===== config.mk =====
export PLATFORM = sky130hd
export DESIGN_NAME = cpi_front_flat
export DESIGN_NICKNAME = d
export VERILOG_FILES = /design/src/sv/cpi_pkg.sv /design/src/sv/cpi_intf.sv /design/src/sv/cpi_front.sv /design/src/flat_wrapper.sv
export SDC_FILE = /design/constraint.sdc
export NUM_CORES = 1
export LEC_CHECK = 0
export ABC_AREA = 0
export BUFFER_PORTS_ARGS = -buffer_cell sky130_fd_sc_hd__buf_2
export CAP_MARGIN = 10
export CELL_PAD_IN_SITES_DETAIL_PLACEMENT = 0
export CELL_PAD_IN_SITES_GLOBAL_PLACEMENT = 1
export CORE_AREA = 2 2 161 163
export DETAILED_ROUTE_END_ITERATION = 6
export DIE_AREA = 0 0 163 165
export GPL_TIMING_DRIVEN = 0
export PLACE_DENSITY = 0.93
export SYNTH_ARGS = -nofsm -noshare
export SYNTH_HDL_FRONTEND = slang
export SYNTH_SLANG_ARGS = --single-unit

===== constraint.sdc =====
create_clock -name clk_i -period 16.8 [get_ports clk_i]
set_clock_uncertainty 0.1 [all_clocks]
set_input_delay 3.36 -clock clk_i [delete_from_list [all_inputs] [get_ports clk_i]]
set_output_delay 3.36 -clock clk_i [all_outputs]
set_load 0.02 [all_outputs]

===== src/sv/cpi_pkg.sv =====
// shared types, constants and helpers of the circular arc point interpolator
`default_nettype none
package cpi_pkg;

  localparam int unsigned COORD_BITS  = 24;
  localparam int unsigned FIELD_BITS  = 24;
  localparam int unsigned RADIUS_BITS = 23;
  localparam int unsigned STEP_BITS   = 8;
  localparam int unsigned DEV_BITS    = (2 * COORD_BITS + 1 > 48) ? 2 * COORD_BITS + 1 : 48;
  localparam int unsigned QPTR_BITS   = 1;
  localparam int unsigned QUEUE_DEPTH = 1 << QPTR_BITS;

  localparam logic OP_LOAD = 1'b0;
  localparam logic OP_TICK = 1'b1;
  localparam logic AXIS_X  = 1'b0;
  localparam logic AXIS_Y  = 1'b1;

  typedef logic signed [FIELD_BITS-1:0]  field_t;
  typedef logic [RADIUS_BITS-1:0]        radius_t;
  typedef logic [STEP_BITS-1:0]          step_t;
  typedef logic [2*STEP_BITS-1:0]        step_sq_t;
  typedef logic signed [COORD_BITS-1:0]  coord_t;
  typedef logic signed [COORD_BITS:0]    dist_t;
  typedef logic signed [DEV_BITS-1:0]    dev_t;
  typedef logic [COORD_BITS:0]           mag_t;

  localparam dev_t WRAP_SQ = dev_t'(1) <<< (2 * COORD_BITS);

  typedef struct packed {
    logic    is_load;
    coord_t  sx;
    coord_t  sy;
    dist_t   dx;
    dist_t   dy;
    radius_t radius;
    logic    cw;
  } req_t;

  function automatic coord_t to_coord(field_t v);
    return coord_t'(v);
  endfunction

  function automatic field_t to_field(coord_t v);
    return field_t'(v);
  endfunction

  // true when dx^2 + dy^2 < s^2
  function automatic logic near_end(dist_t a, dist_t b, step_sq_t s2);
    mag_t                 ma;
    mag_t                 mb;
    logic                 far;
    step_sq_t             sqa;
    step_sq_t             sqb;
    logic [2*STEP_BITS:0] sum;
    ma  = a[COORD_BITS] ? mag_t'(-a) : mag_t'(a);
    mb  = b[COORD_BITS] ? mag_t'(-b) : mag_t'(b);
    far = (|ma[COORD_BITS:STEP_BITS]) | (|mb[COORD_BITS:STEP_BITS]);
    sqa = ma[STEP_BITS-1:0] * ma[STEP_BITS-1:0];
    sqb = mb[STEP_BITS-1:0] * mb[STEP_BITS-1:0];
    sum = {1'b0, sqa} + {1'b0, sqb};
    return !far && (sum < {1'b0, s2});
  endfunction

endpackage
`default_nettype wire


===== src/sv/cpi_intf.sv =====
// request, result and configuration channel interfaces
`default_nettype none
interface cpi_req_if;
  logic             valid;
  logic             ready;
  logic             operation;
  cpi_pkg::field_t  start_x;
  cpi_pkg::field_t  start_y;
  cpi_pkg::field_t  end_x;
  cpi_pkg::field_t  end_y;
  cpi_pkg::radius_t arc_radius;
  logic             clockwise;

  modport source (output valid, operation, start_x, start_y, end_x, end_y, arc_radius,
                  clockwise, input ready);
  modport sink (input valid, operation, start_x, start_y, end_x, end_y, arc_radius,
                clockwise, output ready);
endinterface

`default_nettype wire


===== src/sv/cpi_front.sv =====
// request intake: decode, coordinate prep and request queue
`default_nettype none
module cpi_front (
  input  logic            clk_i,
  input  logic            rst_ni,
  cpi_req_if.sink         req_i,
  output logic            q_valid_o,
  output cpi_pkg::req_t   q_req_o,
  input  logic            q_pop_i
);
  import cpi_pkg::*;

  req_t                 entry_q [QUEUE_DEPTH];
  logic [QPTR_BITS-1:0] wr_ptr_q;
  logic [QPTR_BITS-1:0] rd_ptr_q;
  logic [QPTR_BITS:0]   count_q;
  req_t                 req_in;
  coord_t               ex_c;
  coord_t               ey_c;
  logic                 push;

  always_comb begin
    ex_c           = to_coord(req_i.end_x);
    ey_c           = to_coord(req_i.end_y);
    req_in.is_load = (req_i.operation == OP_LOAD);
    req_in.sx      = to_coord(req_i.start_x);
    req_in.sy      = to_coord(req_i.start_y);
    req_in.dx      = dist_t'(req_in.sx) - dist_t'(ex_c);
    req_in.dy      = dist_t'(req_in.sy) - dist_t'(ey_c);
    req_in.radius  = req_i.arc_radius;
    req_in.cw      = req_i.clockwise;
  end

  assign req_i.ready = (count_q != (QPTR_BITS + 1)'(QUEUE_DEPTH));
  assign push        = req_i.valid && req_i.ready;
  assign q_valid_o   = (count_q != '0);
  assign q_req_o     = entry_q[rd_ptr_q];

  always_ff @(posedge clk_i) begin
    if (push) begin
      entry_q[wr_ptr_q] <= req_in;
    end
  end

  always_ff @(posedge clk_i or negedge rst_ni) begin
    if (!rst_ni) begin
      wr_ptr_q <= '0;
      rd_ptr_q <= '0;
      count_q  <= '0;
    end else begin
      if (push) begin
        wr_ptr_q <= wr_ptr_q + 1'b1;
      end
      if (q_pop_i) begin
        rd_ptr_q <= rd_ptr_q + 1'b1;
      end
      case ({push, q_pop_i})
        2'b10:   count_q <= count_q + 1'b1;
        2'b01:   count_q <= count_q - 1'b1;
        default: count_q <= count_q;
      endcase
    end
  end

endmodule
`default_nettype wire


===== src/flat_wrapper.sv =====
// flat-port wrapper written by rule: the top's interface ports become plain ports
module cpi_front_flat import cpi_pkg::*;
  (clk_i, rst_ni, q_valid_o, q_req_o, q_pop_i, req_i_valid, req_i_operation, req_i_start_x, req_i_start_y, req_i_end_x, req_i_end_y, req_i_arc_radius, req_i_clockwise, req_i_ready);
  cpi_req_if req_i_i ();
  input  logic clk_i;
  input  logic rst_ni;
  output logic q_valid_o;
  output cpi_pkg::req_t q_req_o;
  input  logic q_pop_i;
  input wire logic [$bits(req_i_i.valid)-1:0] req_i_valid;
  input wire logic [$bits(req_i_i.operation)-1:0] req_i_operation;
  input wire logic [$bits(req_i_i.start_x)-1:0] req_i_start_x;
  input wire logic [$bits(req_i_i.start_y)-1:0] req_i_start_y;
  input wire logic [$bits(req_i_i.end_x)-1:0] req_i_end_x;
  input wire logic [$bits(req_i_i.end_y)-1:0] req_i_end_y;
  input wire logic [$bits(req_i_i.arc_radius)-1:0] req_i_arc_radius;
  input wire logic [$bits(req_i_i.clockwise)-1:0] req_i_clockwise;
  output wire logic [$bits(req_i_i.ready)-1:0] req_i_ready;
  assign req_i_i.valid = req_i_valid;
  assign req_i_i.operation = req_i_operation;
  assign req_i_i.start_x = req_i_start_x;
  assign req_i_i.start_y = req_i_start_y;
  assign req_i_i.end_x = req_i_end_x;
  assign req_i_i.end_y = req_i_end_y;
  assign req_i_i.arc_radius = req_i_arc_radius;
  assign req_i_i.clockwise = req_i_clockwise;
  assign req_i_ready = req_i_i.ready;
  cpi_front u_core (.clk_i(clk_i), .rst_ni(rst_ni), .req_i(req_i_i), .q_valid_o(q_valid_o), .q_req_o(q_req_o), .q_pop_i(q_pop_i));
endmodule

==> results.json, run 1 <==
{
  "clkTransAtPathRegs_ps": 60,
  "clockBufferDepth": 3,
  "path_buf_inv": 4,
  "die_w_um": 163,
  "min_to": "u_core.count_q[1]$_DFFE_PN0P_",
  "die_height_um": 165,
  "r2r_cells": 5,
  "grt_use_total_pct": 18.4,
  "slew_viol_final": 0,
  "vias": 7622,
  "gp_congestion": 0.871,
  "post-route-util_pct": 58.1,
  "cts_tree": "done",
  "clk_latency_ps": 520,
  "layout-drive-gt1-share_pct": 38.9,
  "grt_max_degree": 60,
  "start_util_pct": 47.4,
  "ys_types": 55,
  "yosysWarnings": 0,
  "drt_wl_total_um": 25500,
  "syn_nets": 996,
  "yosys.area.top_type_share_pct": 62.3,
  "ioPinCount": 250,
  "synth_top_cell_by_area": "edfxtp_1",
  "hp-class": "reg2reg",
  "min_from": "u_core.count_q[1]$_DFFE_PN0P_",
  "synthArstFlopShare_pct": 1.60,
  "worst_pin_slew_ps": 690,
  "fmax_mhz": 163,
  "finalSetupViolations": 0,
  "root_buffer": "clkbuf_16",
  "core_area_um2": 25000,
  "avgViaCountPerCell": 5.24,
  "numPortBuffers": 249,
  "die_area_um2": 26900,
  "postSynthAreaPerCell_um2": 14.5,
  "r2r_setup_slack_ps": 14610,
  "rsz0062_at_grt": "false",
  "end_kind": "primary output",
  "crit_type": "reg2out",
  "synth-seq-cells": 250,
  "synth.cell_area_um2": 11900,
  "drc": 0,
  "cts_buffers": 27,
  "hpwl_um": 18600,
  "start_kind": "flip-flop",
  "status": "finished clean",
  "slew-limit-headroom_pct": 53.6,
  "routedWlPerCell_um": 17.6,
  "slowest_stage": "clkbuf_1",
  "tns_ps": 0,
  "cts_setup_buffers": 0,
  "cp.required_ps": 13340,
  "cp_max_fo": 10,
  "whs_ps": 403,
  "grt_overflow": 0,
  "drv_cap": 0,
  "antenna_found_initial": 4,
  "num_rows": 58,
  "grt_pass1_vias": 7678,
  "nNetsFinal": 1280,
  "clock_sinks": 250,
  "worstPathCellList": "clkbuf_1 > clkbuf_1 > buf_2 > mux2_2 > buf_2",
  "critical-path-top-delay-family": "buffers and inverters",
  "cp_data_arrival_time_ps": 2670,
  "synth_seq_area_share_pct": 63.1,
  "synth_edf_count": 246,
  "period_share_pct": 36.5,
  "ys_dominant_reg_cell": "edfxtp_1",
  "peakVddDrop_uv": 95.1,
  "hold_viol": 0,
  "drt_iter0_markers": 369,
  "r2r_start": "u_core.count_q[0]$_DFFE_PN0P_",
  "power.density_nw_per_um2": 161,
  "synth_area_leaders": "edfxtp_1 (62%), mux2_2 (12%), ha_1 (5.2%)",
  "grt_pass1_wl_um": 38800,
  "dr.pass1.iters": 5,
  "area_growth_pct": 22.6,
  "crit_path_max_incr_delay_ps": 540,
  "synth_cells": 820,
  "cts_resized": 0,
  "hold_buffers": 0,
  "ant_nets": 0,
  "timing.rr.end": "u_core.entry_q[0][87]$_DFFE_PP_",
  "p_leak_nw": 5.78,
  "fill_cells": 2046,
  "period_needed_ps": 6130,
  "holdPathStages": 1,
  "cts-htree-levels": 1
}
## registers in the layout, indices dropped and copies added (netlist names)
signal / count
u_core.entry_q: 246
u_core.rd_ptr_q: 1
u_core.wr_ptr_q: 1
u_core.count_q: 2
## Yosys cell counts (all sizes together) (4+ instances only)
cell type    n
nor2b        6
buf          7
o21bai       5
xor2        12
a211oi       8
clkbuf      16
o21ai       21
mux2       123
a31oi        6
a21o        19
and2         6
dfrtp        4
o21a         7
o31ai        7
o211ai      10
nand2b      14
nand2       29
xnor2       30
inv         59
and3         6
nor3         9
nand3        9
edfxtp     246
a21oi       44
nor2        30
ha          49
nor4         4
## cell type report
cell class                      count  area [µm²]  area share (%)
Clock inverter                     17         175            1.20
Tap cell                          330         413            2.84
Multi-Input combinational cell    488        4060            27.9
Clock buffer                       30         687            4.73
Timing Repair Buffer              255        1390            9.55
Sequential cell                   250        7490            51.5
Buffer                             23         103           0.706
Inverter                           59         221            1.52
Antenna cell                        2        5.00          0.0344
## report_power, final
group | switching [mW] | internal, mW | total [mW]
Clock | 0.229 | 0.352 | 0.581
Sequential | 0.0314 | 0.871 | 0.902
Combinational | 0.523 | 0.329 | 0.852
Total | 0.783 | 1.55 | 2.33
## worst max-delay path by stage
| stage | startpoint | to | slack, ps | cells past startpoint |
|---|---|---|---|---|
| finish | u_core.rd_ptr_q$_DFFE_PN0P_ | q_req_o[92] | 10670 | 5 |
| CTS | u_core.rd_ptr_q$_DFFE_PN0P_ | q_req_o[100] | 10540 | 5 |
| global placement | req_i_valid | u_core.entry_q[0][87]$_DFFE_PP_ | 4450 | 3 |
| floorplan | req_i_valid | u_core.entry_q[0][0]$_DFFE_PP_ | 7520 | 2 |
| detailed placement | req_i_start_x[0] | u_core.entry_q[0][71]$_DFFE_PP_ | 10980 | 10 |
| global route | u_core.rd_ptr_q$_DFFE_PN0P_ | q_req_o[101] | 10460 | 5 |
## metrics by stage
stage / worst slack, ps / cell area (µm²) / cells / power, mW
2_1_floorplan: 7520 / 11900 / 820 / 1.50
3_3_place_gp: 4450 / 13500 / 1399 / 1.77
3_5_place_dp: 10980 / 13700 / 1405 / 1.78
4_1_cts: 10540 / 14500 / 1452 / 2.36
5_1_grt: 10460 / 14500 / 1454 / 2.45
6_report: 10670 / 14500 / 1454 / 2.33
## cell families after synthesis
group           synth area share (%)
fa+ha+maj                       5.51
buf+inv                         2.73
xor+xnor                        3.10
simple gates                    5.18
mux                             11.9
compound gates                  8.39
flops                           63.1
## cells in the final DEF, fill, tap and decap left out, types with 4 or more instances in the layout
| cell | n |
|---|---|
| edfxtp_1 | 246 |
| nand2b_1 | 14 |
| o21ai_0 | 19 |
| and2_1 | 6 |
| nor4_1 | 4 |
| clkinv_1 | 8 |
| o211ai_1 | 10 |
| xnor2_1 | 30 |
| clkinv_2 | 5 |
| ha_1 | 49 |
| o21bai_1 | 5 |
| a21oi_1 | 43 |
| nor2_1 | 29 |
| clkbuf_16 | 27 |
| o31ai_1 | 6 |
| nor3_1 | 7 |
| nand2_1 | 29 |
| xor2_1 | 12 |
| and3_1 | 4 |
| clkbuf_1 | 18 |
| o21a_1 | 7 |
| dfrtp_1 | 4 |
| a31oi_1 | 6 |
| a211oi_1 | 5 |
| inv_1 | 59 |
| bufinv_16 | 4 |
| nor2b_1 | 6 |
| mux2_2 | 123 |
| buf_2 | 255 |
| nand3_1 | 9 |
| a21o_1 | 19 |
## per-layer routing
metal / GRT usage [%] / vias up / routed length, µm
met5: 0 / - / 25
met2: 33.0 / 237 / 12900
met4: 5.95 / 4 / 761
li1: - / 3688 / -
met1: 21.7 / 3642 / 10200
met3: 4.60 / 51 / 1660
Note: power is estimated with default switching activity, not from simulation.
==> run 2: changes to the inputs <==
--- a/config.mk
+++ b/config.mk
@@ -10,11 +10,11 @@
 export CAP_MARGIN = 10
 export CELL_PAD_IN_SITES_DETAIL_PLACEMENT = 0
 export CELL_PAD_IN_SITES_GLOBAL_PLACEMENT = 1
-export CORE_AREA = 2 2 161 163
+export CORE_AREA = 2 2 166 168
 export DETAILED_ROUTE_END_ITERATION = 6
-export DIE_AREA = 0 0 163 165
+export DIE_AREA = 0 0 168 170
 export GPL_TIMING_DRIVEN = 0
-export PLACE_DENSITY = 0.93
+export PLACE_DENSITY = 0.88
 export SYNTH_ARGS = -nofsm -noshare
 export SYNTH_HDL_FRONTEND = slang
 export SYNTH_SLANG_ARGS = --single-unit
==> constraint.sdc (replaced) <==
create_clock -name clk_i -period 5.9 [get_ports clk_i]
set_clock_uncertainty 0.1 [all_clocks]
set_input_delay 1.18 -clock clk_i [delete_from_list [all_inputs] [get_ports clk_i]]
set_output_delay 1.18 -clock clk_i [all_outputs]
set_load 0.02 [all_outputs]
==> results.json, run 2 (synthesis gave the netlist of run 1 again) <==
{
  "whs_ps": 353,
  "routedWlPerCell_um": 17.7,
  "power.density_nw_per_um2": 458,
  "root_buffer": "clkbuf_16",
  "worst_pin_slew_ps": 938,
  "clock_power_share_pct": 25.0,
  "finalSetupViolations": 0,
  "endpoint": "q_req_o[94]",
  "die_height_um": 170,
  "grt_use_total_pct": 17.7,
  "mostFrequentLayoutCells": "buf_2 (255), edfxtp_1 (246), mux2_2 (123)",
  "drt_iter0_markers": 361,
  "clk_latency_ps": 520,
  "clockBufferDepth": 3,
  "gp_congestion": 0.820,
  "period_needed_ps": 3990,
  "slew_viol_final": 0,
  "area_growth_pct": 22.6,
  "crit_path_max_incr_delay_ps": 540,
  "dr.pass1.iters": 4,
  "vias": 7583,
  "rsz0062_at_grt": "false",
  "place_inst": 1415,
  "cp_data_arrival_time_ps": 2710,
  "num_rows": 60,
  "antenna_found_initial": 2,
  "drt_wl_total_um": 25900,
  "start_kind": "flip-flop",
  "final_common_cell": "buf_2",
  "drc": 0,
  "fin_cells": 1465,
  "period_share_pct": 67.5,
  "clkTransAtPathRegs_ps": 60,
  "p_switching_mw": 2.24,
  "r2r_start": "u_core.count_q[0]$_DFFE_PN0P_",
  "startpoint": "u_core.rd_ptr_q$_DFFE_PN0P_",
  "grt_max_degree": 63,
  "hpwl_um": 18700,
  "hold_buffers": 0,
  "status": "finished clean",
  "design_area_um2": 14500,
  "cp_max_fo": 10,
  "core_area_um2": 26700,
  "r2r_setup_slack_ps": 3330,
  "r2r_cells": 6,
  "die_area_um2": 28600,
  "start_util_pct": 44.5,
  "cp.required_ps": 4620,
  "nNetsFinal": 1279,
  "post_dp_cell_area_um2": 13700,
  "slowest_stage": "clkbuf_1",
  "die_w_um": 168,
  "grt_pass1_vias": 7749,
  "ant_nets": 0,
  "clock_sinks": 250,
  "post-route-util_pct": 54.5,
  "layout-drive-gt1-share_pct": 38.6,
  "reg.largest.list": "u_core.entry_q x246, u_core.count_q x2",
  "timing.rr.end": "u_core.entry_q[0][86]$_DFFE_PP_",
  "numPortBuffers": 249,
  "cts_buffers": 27,
  "hp-class": "in2async",
  "power_frac_seq_pct": 38.7,
  "worstPathCellList": "clkbuf_1 > clkbuf_1 > buf_2 > mux2_2 > buf_2",
  "cts_setup_buffers": 0,
  "grt_pass1_wl_um": 39900,
  "slew-limit-headroom_pct": 37.4,
  "end_kind": "primary output",
  "grt_overflow": 0,
  "cts-htree-levels": 1,
  "peakVddDrop_uv": 290,
  "drv_cap": 0,
  "crit_type": "reg2out",
  "combPwrFrac_pct": 36.3,
  "hold_viol": 0,
  "cts_tree": "done",
  "largest_register_ffs": 246,
  "fmax_mhz": 251,
  "p_leak_nw": 5.76,
  "p_int_mw": 4.42,
  "ioPinCount": 250,
  "top_register": "u_core.entry_q",
  "avgViaCountPerCell": 5.18,
  "swShare_pct": 33.6,
  "cts_resized": 0
}
-- run 2: how the worst min path moves through the flow --
stage / slack (ps) / endpoint / cells after the start
after floorplan: 360 / u_core.count_q[1]$_DFFE_PN0P_ / 1
after global placement: 370 / u_core.count_q[1]$_DFFE_PN0P_ / 1
after detailed placement: 380 / u_core.count_q[1]$_DFFE_PN0P_ / 1
after CTS: 330 / u_core.rd_ptr_q$_DFFE_PN0P_ / 1
after global routing: 340 / u_core.count_q[0]$_DFFE_PN0P_ / 1
final: 350 / u_core.count_q[0]$_DFFE_PN0P_ / 1
-- run 2: area by class of cell --
class / count / area (µm²)
plain buffers: 23 / 103
repair buffers: 254 / 1360
multi-input cells: 488 / 4060
clock buffers: 35 / 706
inverters: 59 / 221
flip-flops and latches: 250 / 7490
well taps: 341 / 427
clock inverters: 13 / 164
fillers: 2216 / 12100
diodes: 2 / 5.00
-- run 2: metal layers --
| layer | track usage (%) | part of all wire (%) | vias to the layer above |
|---|---|---|---|
| met2 | 31.7 | 50 | 214 |
| met3 | 3.70 | 5.5 | 46 |
| met5 | 0 | 0 | - |
| li1 | - | - | 3682 |
| met1 | 21.3 | 42 | 3641 |
| met4 | 5.75 | 2.7 | 0 |
-- run 2: metrics by stage --
stage,TNS (ps),worst slack [ps],power [mW]
floorplan,0,875,4.25
global placement,-197600,-1090,5.03
detailed placement,0,2240,5.06
CTS,0,1700,6.75
global route,0,1620,6.98
finish,0,1910,6.65
-- run 2: power groups by stage --
stage | clock, mW | sequential [mW] | combinational (mW)
floorplan | 0 | 2.63 | 1.62
global placement | 0 | 2.67 | 2.36
detailed placement | 0 | 2.61 | 2.45
CTS | 1.71 | 2.58 | 2.47
global route | 1.77 | 2.61 | 2.60
finish | 1.66 | 2.57 | 2.42
-- run 2: worst max-delay path, delay by kind of cell (launching register included) --
family                 cells  cell delay (ps)
DFF                        1              320
buffers and inverters      4             1440
muxes                      1              410
